[config.mk]
export PLATFORM = sky130hd
export DESIGN_NAME = camera_frame_stream_deframer_core_flat
export DESIGN_NICKNAME = d
export VERILOG_FILES = /design/src/design/cfsd_pkg.sv /design/src/design/cfsd_in_if.sv /design/src/design/cfsd_out_if.sv /design/src/design/cfsd_front.sv /design/src/design/cfsd_queue.sv /design/src/design/cfsd_back.sv /design/src/design/camera_frame_stream_deframer_core.sv /design/src/flat_wrapper.sv
export SDC_FILE = /design/constraint.sdc
export NUM_CORES = 2
export LEC_CHECK = 0
export ABC_AREA = 1
export BUFFER_PORTS_ARGS = -buffer_cell sky130_fd_sc_hd__buf_2
export CAP_MARGIN = 20
export CORE_MARGIN = 2
export CORE_UTILIZATION = 44
export CTS_CLUSTER_SIZE = 10
export DETAILED_ROUTE_END_ITERATION = 12
export MAX_ROUTING_LAYER = met4
export PLACE_DENSITY = 0.59
export SYNTH_ARGS = -nofsm -noshare
export SYNTH_HDL_FRONTEND = slang
export SYNTH_SLANG_ARGS = --single-unit
[constraint.sdc]
create_clock -name i_clk -period 17.7 [get_ports i_clk]
set_input_delay 0.885 -clock i_clk [delete_from_list [all_inputs] [get_ports i_clk]]
set_output_delay 0.885 -clock i_clk [all_outputs]
set_load 0.005 [all_outputs]
[src/design/cfsd_pkg.sv]
// Shared types, codes and constants of the camera frame stream deframer.
// No dependencies; the cfsd_* modules and the top level refer to it by scoped names.
package cfsd_pkg;

    // Input opcodes.
    localparam logic [1:0] OP_DATA    = 2'd0;
    localparam logic [1:0] OP_SESSION = 2'd1;
    localparam logic [1:0] OP_STOP    = 2'd2;

    // Result status codes.
    localparam logic [2:0] ST_HDR       = 3'd0;
    localparam logic [2:0] ST_PAYLOAD   = 3'd1;
    localparam logic [2:0] ST_END       = 3'd2;
    localparam logic [2:0] ST_BAD_MAGIC = 3'd3;
    localparam logic [2:0] ST_BAD_LEN   = 3'd4;
    localparam logic [2:0] ST_LINK      = 3'd5;
    localparam logic [2:0] ST_IGNORED   = 3'd6;
    localparam logic [2:0] ST_SESSION   = 3'd7;

    localparam int SIG_LEN = 9;
    localparam int HDR_LEN = 12;
    localparam int LEN_BYTES = 4;

    localparam int CNT_W = 24;
    localparam int MAX_LEN_W = 24;

    // Largest signed 64-bit value, the reset value of the clock offset.
    localparam logic [63:0] MAX_S64 = 64'h7FFF_FFFF_FFFF_FFFF;

    // One classified transaction, handed from the front to the back.
    typedef struct packed {
        logic [2:0]  status;
        logic [7:0]  payload_byte;
        logic        last_of_frame;
        logic [31:0] frame_sequence;
        logic [31:0] frame_length;
        logic [63:0] sender_ticks;
        logic [62:0] header_start_time;
        logic [62:0] arrival_time;
    } t_cmd;

    // Session signature bytes.
    function automatic logic [7:0] magic_byte(input logic [3:0] idx);
        logic [7:0] v;
        case (idx)
            4'd0: v = 8'h42;
            4'd1: v = 8'h54;
            4'd2: v = 8'h4D;
            4'd3: v = 8'h4A;
            4'd4: v = 8'h50;
            4'd5: v = 8'h45;
            4'd6: v = 8'h47;
            4'd7: v = 8'h31;
            4'd8: v = 8'h0A;
            default: v = 8'h00;
        endcase
        return v;
    endfunction

endpackage

[src/design/cfsd_in_if.sv]
// Input stream channel: valid, ready and one received item.
// Depends on nothing.
interface cfsd_in_if;
    logic        valid;
    logic        ready;
    logic [1:0]  opcode;
    logic [7:0]  data_byte;
    logic [62:0] arrival_time;

    modport source(output valid, output opcode, output data_byte, output arrival_time,
                   input ready);
    modport sink(input valid, input opcode, input data_byte, input arrival_time,
                 output ready);
endinterface

[src/design/cfsd_out_if.sv]
// Result stream channel: valid, ready and one result item.
// Depends on nothing.
interface cfsd_out_if;
    logic               valid;
    logic               ready;
    logic [2:0]         status;
    logic [7:0]         payload_byte;
    logic               last_of_frame;
    logic signed [63:0] frame_timestamp;
    logic [31:0]        frame_sequence;
    logic [31:0]        frame_length;

    modport source(output valid, output status, output payload_byte, output last_of_frame,
                   output frame_timestamp, output frame_sequence, output frame_length,
                   input ready);
    modport sink(input valid, input status, input payload_byte, input last_of_frame,
                 input frame_timestamp, input frame_sequence, input frame_length,
                 output ready);
endinterface

[src/design/cfsd_front.sv]
// Front end: accepts input transactions, tracks session and frame framing and
// classifies each byte into a command. Depends on cfsd_pkg and cfsd_in_if.
module cfsd_front (
    input  logic                           i_clk,
    input  logic                           i_rst_n,
    input  logic                           i_cfg_we,
    input  logic [cfsd_pkg::MAX_LEN_W-1:0] i_cfg_data,
    cfsd_in_if.sink                        i_in,
    input  logic                           i_q_full,
    output logic                           o_push,
    output cfsd_pkg::t_cmd                 o_cmd
);

    localparam logic [2:0] PH_IDLE = 3'd0;
    localparam logic [2:0] PH_SIG  = 3'd1;
    localparam logic [2:0] PH_HDR  = 3'd2;
    localparam logic [2:0] PH_BODY = 3'd3;
    localparam logic [2:0] PH_DEAD = 3'd4;

    localparam int CW = cfsd_pkg::CNT_W;

    logic [cfsd_pkg::MAX_LEN_W-1:0] r_max_len;
    logic [2:0]   r_phase, n_phase;
    logic [CW-1:0] r_cnt, n_cnt;
    logic [31:0]  r_length, n_length;
    logic [63:0]  r_ticks, n_ticks;
    logic [62:0]  r_hst, n_hst;
    logic [31:0]  r_frames, n_frames;
    logic [CW-1:0] cnt_inc;
    logic          accept;
    cfsd_pkg::t_cmd cmd;

    assign i_in.ready = !i_q_full;
    assign accept = i_in.valid && i_in.ready;
    assign cnt_inc = r_cnt + CW'(1);

    always_comb begin
        n_phase  = r_phase;
        n_cnt    = r_cnt;
        n_length = r_length;
        n_ticks  = r_ticks;
        n_hst    = r_hst;
        n_frames = r_frames;

        cmd                   = '0;
        cmd.status            = cfsd_pkg::ST_IGNORED;
        cmd.sender_ticks      = r_ticks;
        cmd.header_start_time = r_hst;
        cmd.arrival_time      = i_in.arrival_time;

        case (i_in.opcode)
            cfsd_pkg::OP_SESSION: begin
                n_phase    = PH_SIG;
                n_cnt      = '0;
                cmd.status = cfsd_pkg::ST_SESSION;
            end
            cfsd_pkg::OP_STOP: begin
                n_phase    = PH_IDLE;
                n_cnt      = '0;
                cmd.status = cfsd_pkg::ST_LINK;
            end
            cfsd_pkg::OP_DATA: begin
                case (r_phase)
                    PH_SIG: begin
                        if (i_in.data_byte != cfsd_pkg::magic_byte(r_cnt[3:0])) begin
                            n_phase    = PH_DEAD;
                            cmd.status = cfsd_pkg::ST_BAD_MAGIC;
                        end else begin
                            cmd.status = cfsd_pkg::ST_HDR;
                            if (r_cnt == CW'(cfsd_pkg::SIG_LEN - 1)) begin
                                n_phase = PH_HDR;
                                n_cnt   = '0;
                            end else begin
                                n_cnt = cnt_inc;
                            end
                        end
                    end
                    PH_HDR: begin
                        cmd.status = cfsd_pkg::ST_HDR;
                        if (r_cnt == '0) begin
                            n_hst = i_in.arrival_time;
                        end
                        if (r_cnt < CW'(cfsd_pkg::LEN_BYTES)) begin
                            n_length = {r_length[23:0], i_in.data_byte};
                        end else begin
                            n_ticks = {r_ticks[55:0], i_in.data_byte};
                        end
                        if (r_cnt == CW'(cfsd_pkg::HDR_LEN - 1)) begin
                            // The length field is complete well before the last header byte.
                            n_cnt = '0;
                            if (r_length == '0 || r_length > {8'd0, r_max_len}) begin
                                n_phase          = PH_DEAD;
                                cmd.status       = cfsd_pkg::ST_BAD_LEN;
                                cmd.frame_length = r_length;
                            end else begin
                                n_phase = PH_BODY;
                            end
                        end else begin
                            n_cnt = cnt_inc;
                        end
                    end
                    PH_BODY: begin
                        cmd.payload_byte = i_in.data_byte;
                        // In a body the length is nonzero and fits the counter.
                        if (cnt_inc == r_length[CW-1:0]) begin
                            n_frames           = r_frames + 32'd1;
                            cmd.status         = cfsd_pkg::ST_END;
                            cmd.last_of_frame  = 1'b1;
                            cmd.frame_sequence = n_frames;
                            cmd.frame_length   = r_length;
                            n_phase            = PH_HDR;
                            n_cnt              = '0;
                        end else begin
                            cmd.status = cfsd_pkg::ST_PAYLOAD;
                            n_cnt      = cnt_inc;
                        end
                    end
                    default: begin
                        cmd.status = cfsd_pkg::ST_IGNORED;
                    end
                endcase
            end
            default: begin
                cmd.status = cfsd_pkg::ST_IGNORED;
            end
        endcase
    end

    assign o_push = accept;
    assign o_cmd  = cmd;

    always_ff @(posedge i_clk) begin
        if (!i_rst_n) begin
            r_max_len <= 24'd1048576;
            r_phase   <= PH_IDLE;
            r_cnt     <= '0;
            r_length  <= '0;
            r_ticks   <= '0;
            r_hst     <= '0;
            r_frames  <= '0;
        end else begin
            if (i_cfg_we) begin
                r_max_len <= i_cfg_data;
            end
            if (accept) begin
                r_phase  <= n_phase;
                r_cnt    <= n_cnt;
                r_length <= n_length;
                r_ticks  <= n_ticks;
                r_hst    <= n_hst;
                r_frames <= n_frames;
            end
        end
    end

endmodule

[src/design/cfsd_queue.sv]
// Short command queue between front and back end.
// Depends on cfsd_pkg for the command type.
module cfsd_queue #(
    parameter int DEPTH = 2
) (
    input  logic           i_clk,
    input  logic           i_rst_n,
    input  logic           i_push,
    input  cfsd_pkg::t_cmd i_cmd,
    input  logic           i_pop,
    output logic           o_full,
    output logic           o_valid,
    output cfsd_pkg::t_cmd o_head
);

    localparam int PTR_W = (DEPTH > 1) ? $clog2(DEPTH) : 1;
    localparam int CNT_W = $clog2(DEPTH + 1);

    cfsd_pkg::t_cmd r_mem [DEPTH];
    logic [PTR_W-1:0] r_wr_ptr, r_rd_ptr;
    logic [CNT_W-1:0] r_count;
    logic do_pop;

    assign o_full  = (r_count == CNT_W'(DEPTH));
    assign o_valid = (r_count != '0);
    assign o_head  = r_mem[r_rd_ptr];
    assign do_pop  = i_pop && o_valid;

    always_ff @(posedge i_clk) begin
        if (i_push) begin
            r_mem[r_wr_ptr] <= i_cmd;
        end
    end

    always_ff @(posedge i_clk) begin
        if (!i_rst_n) begin
            r_wr_ptr <= '0;
            r_rd_ptr <= '0;
            r_count  <= '0;
        end else begin
            if (i_push) begin
                r_wr_ptr <= (r_wr_ptr == PTR_W'(DEPTH - 1)) ? '0 : r_wr_ptr + PTR_W'(1);
            end
            if (do_pop) begin
                r_rd_ptr <= (r_rd_ptr == PTR_W'(DEPTH - 1)) ? '0 : r_rd_ptr + PTR_W'(1);
            end
            if (i_push && !do_pop) begin
                r_count <= r_count + CNT_W'(1);
            end else if (do_pop && !i_push) begin
                r_count <= r_count - CNT_W'(1);
            end
        end
    end

endmodule

[src/design/cfsd_back.sv]
// Back end: maps sender capture ticks to local time at frame end and drives the
// result channel through a two-stage pipeline. Depends on cfsd_pkg and cfsd_out_if.
module cfsd_back (
    input  logic           i_clk,
    input  logic           i_rst_n,
    input  logic           i_q_valid,
    input  cfsd_pkg::t_cmd i_q_head,
    output logic           o_pop,
    cfsd_out_if.source     o_out
);

    typedef struct packed {
        logic [2:0]  status;
        logic [7:0]  payload_byte;
        logic        last_of_frame;
        logic [31:0] frame_sequence;
        logic [31:0] frame_length;
        logic [62:0] header_start_time;
        logic [62:0] arrival_time;
        logic        tick_ok;
        logic        take_now;
        logic [63:0] sum;
    } t_stage;

    logic [63:0] r_off;
    logic        r_off_valid;
    logic        r_s1_valid;
    t_stage      r_s1, n_s1;
    logic        r_o_valid;
    logic [2:0]  r_o_status;
    logic [7:0]  r_o_byte;
    logic        r_o_last;
    logic [63:0] r_o_ts, n_ts;
    logic [31:0] r_o_seq;
    logic [31:0] r_o_len;

    logic        out_adv, s1_adv;
    logic [63:0] now64, seen;
    logic        is_end, upd;

    assign out_adv = !r_o_valid || o_out.ready;
    assign s1_adv  = !r_s1_valid || out_adv;
    assign o_pop   = i_q_valid && s1_adv;

    assign now64  = {1'b0, i_q_head.arrival_time};
    assign seen   = now64 - i_q_head.sender_ticks;
    assign is_end = (i_q_head.status == cfsd_pkg::ST_END);

    always_comb begin
        n_s1.status            = i_q_head.status;
        n_s1.payload_byte      = i_q_head.payload_byte;
        n_s1.last_of_frame     = i_q_head.last_of_frame;
        n_s1.frame_sequence    = i_q_head.frame_sequence;
        n_s1.frame_length      = i_q_head.frame_length;
        n_s1.header_start_time = i_q_head.header_start_time;
        n_s1.arrival_time      = i_q_head.arrival_time;
        n_s1.tick_ok  = (i_q_head.sender_ticks != '0) && !i_q_head.sender_ticks[63];
        // A smaller offset maps the tick exactly onto the arrival time.
        n_s1.take_now = !r_off_valid || ($signed(seen) < $signed(r_off));
        n_s1.sum      = i_q_head.sender_ticks + r_off;
    end

    assign upd = o_pop && is_end && n_s1.tick_ok && n_s1.take_now;

    always_comb begin
        if (r_s1.status != cfsd_pkg::ST_END) begin
            n_ts = '0;
        end else if (!r_s1.tick_ok) begin
            n_ts = {1'b0, r_s1.header_start_time};
        end else if (r_s1.take_now) begin
            n_ts = {1'b0, r_s1.arrival_time};
        end else if ($signed({1'b0, r_s1.arrival_time}) < $signed(r_s1.sum)) begin
            n_ts = {1'b0, r_s1.arrival_time};
        end else begin
            n_ts = r_s1.sum;
        end
    end

    always_ff @(posedge i_clk) begin
        if (s1_adv) begin
            r_s1 <= n_s1;
        end
        if (out_adv) begin
            r_o_status <= r_s1.status;
            r_o_byte   <= r_s1.payload_byte;
            r_o_last   <= r_s1.last_of_frame;
            r_o_ts     <= n_ts;
            r_o_seq    <= r_s1.frame_sequence;
            r_o_len    <= r_s1.frame_length;
        end
    end

    always_ff @(posedge i_clk) begin
        if (!i_rst_n) begin
            r_off       <= cfsd_pkg::MAX_S64;
            r_off_valid <= 1'b0;
            r_s1_valid  <= 1'b0;
            r_o_valid   <= 1'b0;
        end else begin
            if (upd) begin
                r_off       <= seen;
                r_off_valid <= 1'b1;
            end
            if (s1_adv) begin
                r_s1_valid <= i_q_valid;
            end
            if (out_adv) begin
                r_o_valid <= r_s1_valid;
            end
        end
    end

    assign o_out.valid           = r_o_valid;
    assign o_out.status          = r_o_status;
    assign o_out.payload_byte    = r_o_byte;
    assign o_out.last_of_frame   = r_o_last;
    assign o_out.frame_timestamp = $signed(r_o_ts);
    assign o_out.frame_sequence  = r_o_seq;
    assign o_out.frame_length    = r_o_len;

    // Once an offset has been observed it is never forgotten.
    a_off_sticky: assert property (@(posedge i_clk) disable iff (!i_rst_n)
        r_off_valid |=> r_off_valid)
        else $error("clock offset lost its valid flag");

    // The tracked offset only ever moves down.
    a_off_min: assert property (@(posedge i_clk) disable iff (!i_rst_n)
        r_off_valid |=> ($signed(r_off) <= $signed($past(r_off))))
        else $error("clock offset increased");

    // Only a frame end carries a timestamp.
    a_ts_end_only: assert property (@(posedge i_clk) disable iff (!i_rst_n)
        (o_out.valid && (o_out.status != cfsd_pkg::ST_END)) |-> (o_out.frame_timestamp == '0))
        else $error("timestamp on a result that is not a frame end");

endmodule

[src/design/camera_frame_stream_deframer_core.sv]
// Top level of the camera frame stream deframer: front end, command queue and
// back end. Depends on cfsd_pkg, cfsd_in_if, cfsd_out_if and the cfsd_* modules.
//
// The block takes one input transaction per clock cycle while its queue is not full and
// returns exactly one result transaction for each, in order. The command waits in the
// queue, then passes the first back-end stage (offset compare) into the output
// register (clamp against the arrival time), where the capture tick is mapped to
// local time. The queue of QUEUE_DEPTH entries lets input continue while results
// wait; input ready drops only when the queue is full. max_frame_bytes is written
// through i_cfg_we and i_cfg_data and resets to 1048576.
module camera_frame_stream_deframer_core #(
    parameter int QUEUE_DEPTH = 2
) (
    input  logic                           i_clk,
    input  logic                           i_rst_n,
    input  logic                           i_cfg_we,
    input  logic [cfsd_pkg::MAX_LEN_W-1:0] i_cfg_data,
    cfsd_in_if.sink                        i_in,
    cfsd_out_if.source                     o_out
);

    logic           q_full, q_valid, push, pop;
    cfsd_pkg::t_cmd push_cmd, head_cmd;

    cfsd_front u_front (
        .i_clk      (i_clk),
        .i_rst_n    (i_rst_n),
        .i_cfg_we   (i_cfg_we),
        .i_cfg_data (i_cfg_data),
        .i_in       (i_in),
        .i_q_full   (q_full),
        .o_push     (push),
        .o_cmd      (push_cmd)
    );

    cfsd_queue #(
        .DEPTH (QUEUE_DEPTH)
    ) u_queue (
        .i_clk   (i_clk),
        .i_rst_n (i_rst_n),
        .i_push  (push),
        .i_cmd   (push_cmd),
        .i_pop   (pop),
        .o_full  (q_full),
        .o_valid (q_valid),
        .o_head  (head_cmd)
    );

    cfsd_back u_back (
        .i_clk     (i_clk),
        .i_rst_n   (i_rst_n),
        .i_q_valid (q_valid),
        .i_q_head  (head_cmd),
        .o_pop     (pop),
        .o_out     (o_out)
    );

endmodule

[src/flat_wrapper.sv]
// flat-port wrapper written by rule: the top's interface ports become plain ports
module camera_frame_stream_deframer_core_flat 
#(
    parameter int QUEUE_DEPTH = 2
)
  (i_clk, i_rst_n, i_cfg_we, i_cfg_data, i_in_valid, i_in_opcode, i_in_data_byte, i_in_arrival_time, i_in_ready, o_out_valid, o_out_status, o_out_payload_byte, o_out_last_of_frame, o_out_frame_timestamp, o_out_frame_sequence, o_out_frame_length, o_out_ready);
  cfsd_in_if i_in_i ();
  cfsd_out_if o_out_i ();
  input  logic i_clk;
  input  logic i_rst_n;
  input  logic i_cfg_we;
  input  logic [cfsd_pkg::MAX_LEN_W-1:0] i_cfg_data;
  input wire logic [$bits(i_in_i.valid)-1:0] i_in_valid;
  input wire logic [$bits(i_in_i.opcode)-1:0] i_in_opcode;
  input wire logic [$bits(i_in_i.data_byte)-1:0] i_in_data_byte;
  input wire logic [$bits(i_in_i.arrival_time)-1:0] i_in_arrival_time;
  output wire logic [$bits(i_in_i.ready)-1:0] i_in_ready;
  output wire logic [$bits(o_out_i.valid)-1:0] o_out_valid;
  output wire logic [$bits(o_out_i.status)-1:0] o_out_status;
  output wire logic [$bits(o_out_i.payload_byte)-1:0] o_out_payload_byte;
  output wire logic [$bits(o_out_i.last_of_frame)-1:0] o_out_last_of_frame;
  output wire logic [$bits(o_out_i.frame_timestamp)-1:0] o_out_frame_timestamp;
  output wire logic [$bits(o_out_i.frame_sequence)-1:0] o_out_frame_sequence;
  output wire logic [$bits(o_out_i.frame_length)-1:0] o_out_frame_length;
  input wire logic [$bits(o_out_i.ready)-1:0] o_out_ready;
  assign i_in_i.valid = i_in_valid;
  assign i_in_i.opcode = i_in_opcode;
  assign i_in_i.data_byte = i_in_data_byte;
  assign i_in_i.arrival_time = i_in_arrival_time;
  assign i_in_ready = i_in_i.ready;
  assign o_out_valid = o_out_i.valid;
  assign o_out_status = o_out_i.status;
  assign o_out_payload_byte = o_out_i.payload_byte;
  assign o_out_last_of_frame = o_out_i.last_of_frame;
  assign o_out_frame_timestamp = o_out_i.frame_timestamp;
  assign o_out_frame_sequence = o_out_i.frame_sequence;
  assign o_out_frame_length = o_out_i.frame_length;
  assign o_out_i.ready = o_out_ready;
  camera_frame_stream_deframer_core #(.QUEUE_DEPTH(QUEUE_DEPTH)) u_core (.i_clk(i_clk), .i_rst_n(i_rst_n), .i_cfg_we(i_cfg_we), .i_cfg_data(i_cfg_data), .i_in(i_in_i), .o_out(o_out_i));
endmodule
== Word-level counts from Yosys, hierarchy flattened ==
Memory sizes are Yosys's and may differ from the RTL's. A register that Yosys moved wholly into a read port is not among the register bits.
Cells that the tools add are included.

* Bits in writable memories: 532
* Input port bits: 102
* Latch bits: 0
* ROM bits: 112
* Logic and storage cells: 140
* Register bits after elaboration: 721
* Memories kept: 2

{| class="wikitable"
|+ Memory list
! memory !! depth !! width !! rd ports !! clocked after memory_dff !! write ports !! RTL line !! RTL
|-
| u_core.u_queue.r_mem || 2 || 266 || 1 || 1 || 1 || cfsd_queue.sv:19 || <nowiki>cfsd_pkg::t_cmd r_mem [DEPTH];</nowiki>
|-
| (no name shown) || 16 || 7 || 1 || 1 || 0 || cfsd_pkg.sv:45 || <nowiki>case (idx)</nowiki>
|}

* $lt $le $gt $ge: 4
* $mul: 0
* Reductions and logical operators: 36
* Divide/modulo/power cells: 0
* Shifts and indexed selects: 0
* Mux-type cells: 40
* Equality and inequality tests: 17
* $add $sub $neg: 8
* Bitwise operators: 2

{| class="wikitable"
|+ Operator list
! cell !! number
|-
| 63-bit 2-to-1 mux || 3
|-
| 64-bit < comparator || 2
|-
| 24-bit 2-to-1 mux || 4
|-
| 73-bit 2-to-1 mux || 1
|-
| 24-bit case mux with 3 select lines || 1
|-
| 65-bit 2-to-1 mux || 1
|-
| 64-bit adder || 1
|-
| 32-bit 2-to-1 mux || 2
|-
| 32-bit case mux with 2 select lines || 1
|-
| 64-bit nonzero test || 1
|-
| 63-bit by 64-bit subtractor with 64-bit output || 1
|-
| 24-bit by 4-bit == test with 1-bit output (second input constant) || 2
|-
| 24-bit case mux with 2 select lines || 1
|-
| 41-bit 2-to-1 mux || 1
|-
| 3-bit case mux with 3 select lines || 4
|-
| 32-bit by 1-bit adder with 32-bit output (second input constant) || 1
|-
| 32-bit by 24-bit > comparator with 1-bit output || 1
|-
| 32-bit zero test || 1
|-
| 24-bit by 1-bit adder with 24-bit output (second input constant) || 1
|-
| 24-bit == test || 1
|-
| 24-bit zero test || 1
|-
| 24-bit by 3-bit < comparator with 1-bit output (second input constant) || 1
|-
| 3-bit 2-to-1 mux || 7
|-
| 4-bit AND reduction || 5
|-
| other kinds (26) || 62
|}

== Depth between registers and ports, before layout ==
* Word-level depth: 9
* Gate-level depth with buffers: 36

== By module ==
From an unflattened synthesis, not the netlist that was laid out.

* Cell total of the unflattened synthesis: 6106
* Area total of the unflattened synthesis: 62135.8 um^2

{| class="wikitable"
|+ By module, submodules not included
! module !! cells each !! area an instance (um^2) !! instances
|-
| cfsd_back || 3350 || 28767.6 || 1
|-
| cfsd_queue || 864 || 20477.1 || 1
|-
| cfsd_front || 1892 || 12891.1 || 1
|}

== Least setup slack after synthesis ==
No wires, ideal clock.

* Path kind: input to register
* From: in i_in_valid
* To: mem u_core.u_queue.r_mem[1][0] (netlist bit), enable pin
* Setup time: 0.900 ns
* Arrival: 12.063 ns
* Slack: 4.737 ns
* Cell stages on the path: 2
* Path buffers: 0
* Path through: nand2_1 > nor2_1

* Longest elaborated chain between the ends: 3

{| class="wikitable"
|+ Ends and longest elaborated chain
! item !! RTL line !! RTL
|-
| start: declaration || flat_wrapper.sv:13 || <nowiki>input wire logic [$bits(i_in_i.valid)-1:0] i_in_valid;</nowiki>
|-
| 1-bit logical AND || cfsd_front.sv:34 || <nowiki>assign accept = i_in.valid && i_in.ready;</nowiki>
|-
| 1-bit 2-to-1 mux || cfsd_queue.sv:30 || <nowiki>if (i_push) begin</nowiki>
|-
| 1-bit 2-to-1 mux (implied by the code) || cfsd_queue.sv:31 || <nowiki>r_mem[r_wr_ptr] <= i_cmd;</nowiki>
|-
| end: declaration || cfsd_queue.sv:19 ||
|}

No other way between the ends.

==> summary.md <==
| Metric | Value |
|---|---|
| Grt ovf | `0` |
| Slowest-stage cell, CP | `buf_4` |
| Outcome | `complete, no violations` |
| Total GRT Usage | `between 20% and 30%` |
| Fraction of registers with async set or reset after synthesis | `0%` |
| CP required | `~18,000 ps` |
| CTS Sinks | `around 1,300` |
| Post-synthesis sequential area ratio | `58.1%` |
| Worst IR drop on VDD | `0.123 mV` |
| Slew margin rel. | `between 20% and 30%` |
| CTS Root Cell | `clkbuf_16` |
| Synth warn | `0` |
| Largest net degree at the start of global routing | `around 200` |
| Worst hold path endpoint | `u_core.u_queue.r_mem[0][5]` |
| Port Buf Inserts | `~240` |
| Synth Register Bits | `1,261` |
| Leak pwr | `between 0.02 and 0.03 uW` |
| Hold_ws | `306 ps` |
| R2r worst-path depth | `30` |
| Placed inst area | `between 60,000 and 70,000 sq um` |
| Worst Clk Skew | `between 30 and 40 ps` |
| Clk buf depth | `3` |
| Clock transition at path regs | `50 ps` |
| Antenna viol nets, final | `0` |
| Hold path cells | `1` |
| Nets | `6,562` |
| DR iter-0 viols | `3,180` |
| CTS Hold Bufs | `0` |
| Die width | `372 um` |
| Synth top area share | `47.3%` |
| Distinct cells, synth | `56` |
| Synth area leaders | `edfxtp_1, dfxtp_1, ha_1, nand2_1, inv_1` |
| Final Slew Violations | `0` |
| Crit path time final | `7980 ps` |
| Worst Tran Pin Value | `1200 ps` |
| Crit end category | `register` |
| Synth area leader | `edfxtp_1` |
| Mapped Nets | `6,309` |
| GPL Wtd Cong | `0.955` |
| CP max stage delay | `between 800 and 900 ps` |
| Fmax | `0.125 GHz` |
| Drt first pass iters | `7` |
| Most frequent cells in the layout | `edfxtp_1, nand2_1, inv_1, nor2_1, a21oi_1` |
| DRC Markers | `0` |
| Fin crit share | `45.1%` |
| Row Count | `135` |
| Pwr per Cell Area | `172 nW/um^2` |
| Maxcap violations | `0` |
| Cells after synthesis | `5,922` |
| Critical Path AT | `between 8000 and 9000 ps` |
| Inst Count DP | `7,804` |
| FF-to-FF End | `u_core.u_back.r_off[11]` |
| Final wirelength | `about 170,000 um` |
| First-pass GRT wire length | `around 250,000 um` |
| CP dominant cell by count | `nand2_1` |
| Crit path max fanout | `69` |
| IO Pins | `between 200 and 250` |
| Vias in the first global route | `42,100` |
| CTS tree | `built` |
| Setup violators final | `0` |
| Count of flip-flops with a built-in enable after synthesis | `between 900 and 1,000` |
| Fin area | `67,500 sq um` |
| Die Y | `372 um` |
| Core area | `approximately 140,000 sq um` |
| Wirelength per Cell | `20.8 um` |
| Ys flop type | `edfxtp_1` |
| Hold Crit Start | `i_in_arrival_time[5]` |
| Finished Layout Cells | `8,081` |
| CTS Buf Count | `149` |
| Design Power | `11,600 uW` |
| Initial antenna violation count | `3` |
| Die area | `139,000 sq um` |
| Gates resized, CTS repair | `0` |
| Share of cells above drive strength 1 | `11.2%` |
| Clock latency on the worst-skew pair | `800 ps` |
| Crit path buf inv count | `6` |
| Hold Vio Cnt, Final | `0` |
| H-tree levels | `4` |
| Filler Cell Count | `12,500` |
| Setup bufs post-CTS | `0` |
| Via count | `approximately 43,000` |
| Setup TNS | `0 ps` |
| Setup CP Type | `register to register` |
| Most common cell after layout, fill and taps aside | `edfxtp_1` |
| Syn_area_per_cell | `10.1 sq um` |
| Worst setup SP type | `register` |
| Mapped Area | `59,700 sq um` |
| Tightest Hold Check Type | `input pin to register` |
| Area delta synth->final | `13.0%` |
| Cell family with most CP delay | `buffers and inverters` |
| Initial core utilization | `44.2%` |
| DP HPWL | `122,000 um` |
| RSZ-0062 raised after global routing | `false` |
| Drt via density | `about 5.3` |
| R2r setup slk | `9720 ps` |
[cell families after synthesis]
kind of cell             Yosys count  synth area share, %
flip-flops                      1261                 58.1
multiplexers                     201                 3.79
adder cells (fa/ha/maj)          285                 6.00
buffers and inverters            893                 5.72
AND/OR/NAND/NOR                 2121                 15.1
AO/OA/AOI/OAI                    999                 8.96
XOR/XNOR                         162                 2.42
[worst max-delay path by stage]
stage / start / endpoint / cells past startpoint
3_5_place_dp: register / u_core.u_back.r_off[24] / 30
5_1_grt: register / u_core.u_back.r_off[25] / 33
4_1_cts: register / u_core.u_back.r_off[24] / 30
3_3_place_gp: register / u_core.u_back.r_off[15] / 30
2_1_floorplan: i_in_valid / u_core.u_queue.r_mem[1][0] / 2
6_report: register / u_core.u_back.r_off[11] / 30
[final cells by class]
class | instances | area (sq um) | share of cell area (%)
well taps | 1781 | 2230 | 3.30
clock inverters | 22 | 405 | 0.601
repair buffers | 290 | 1650 | 2.45
multi-input cells | 3768 | 21700 | 32.2
flip-flops and latches | 1261 | 34700 | 51.4
clock buffers | 252 | 4180 | 6.19
inverters | 705 | 2650 | 3.93
diodes | 2 | 5.00 | 0.00742
[metrics by stage]
stage	setup slack (ps)	utilization, %
after floorplan	4740	-
after global placement	9900	46.5
after detailed placement	9740	46.5
after CTS	9660	49.9
after global routing	9070	49.9
final	9720	49.9
[layer usage]
metal | wire, um | global-route usage [%] | part of all wire, % | vias up
li1 | - | - | - | 20900
met3 | 6910 | 3.12 | 4.1 | 185
met5 | 0 | - | 0 | -
met1 | 78600 | 33.7 | 47 | 20800
met2 | 79300 | 39.6 | 47 | 938
met4 | 3580 | 6.18 | 2.1 | 0
[sequential cells by signal (all words and copies together), names as in the netlist, named ones only]
name	count
u_core.u_back.o_out.frame_length	32
u_core.u_back.o_out.frame_sequence	32
u_core.u_back.o_out.frame_timestamp	64
u_core.u_back.o_out.last_of_frame	1
u_core.u_back.o_out.payload_byte	8
u_core.u_back.o_out.status	3
u_core.u_back.o_out.valid	1
u_core.u_back.r_off	64
u_core.u_back.r_off_valid	1
u_core.u_back.r_s1	268
u_core.u_back.r_s1_valid	1
u_core.u_front.r_cnt	24
u_core.u_front.r_frames	32
u_core.u_front.r_hst	63
u_core.u_front.r_length	32
u_core.u_front.r_max_len	24
u_core.u_front.r_phase	3
u_core.u_front.r_ticks	64
u_core.u_queue.r_count	2
u_core.u_queue.r_mem	532
u_core.u_queue.r_rd_ptr	1
u_core.u_queue.r_wr_ptr	1
[cells in the mapped netlist (5+ instances only)]
| cell | count |
|---|---|
| a211oi_1 | 5 |
| or2_0 | 9 |
| o21bai_1 | 8 |
| nor4_1 | 33 |
| a21o_1 | 11 |
| nand2_2 | 7 |
| ha_1 | 283 |
| inv_1 | 696 |
| nor2_4 | 6 |
| nand2_1 | 893 |
| o2111ai_1 | 5 |
| o211ai_1 | 12 |
| and3_1 | 7 |
| clkbuf_1 | 153 |
| nor3_1 | 57 |
| inv_2 | 6 |
| mux2_2 | 199 |
| edfxtp_1 | 940 |
| xnor2_1 | 53 |
| a21oi_1 | 470 |
| o21ai_0 | 368 |
| a31oi_1 | 46 |
| nand4_1 | 88 |
| nand3_1 | 386 |
| buf_2 | 29 |
| xor2_1 | 107 |
| o21ai_1 | 8 |
| o21a_1 | 46 |
| o221ai_1 | 8 |
| nor2_1 | 615 |
| dfxtp_1 | 321 |
[worst reg2reg max path, delay by kind of cell (launching register included)]
family / cells / cell delay, ps
simple gates: 11 / 1160
fa+ha+maj: 2 / 650
xor+xnor: 1 / 230
buf+inv: 6 / 2450
flops: 1 / 850
mux: 1 / 460
compound gates: 9 / 2120
[where the power goes]
| part | total [uW] | internal, uW | switching (uW) |
|---|---|---|---|
| sequential | 4130 | 3900 | 222 |
| clock | 2880 | 1650 | 1220 |
| combinational | 4610 | 1490 | 3120 |
| total | 11600 | 7040 | 4570 |
No activity file was read; power rests on OpenSTA's default activity.
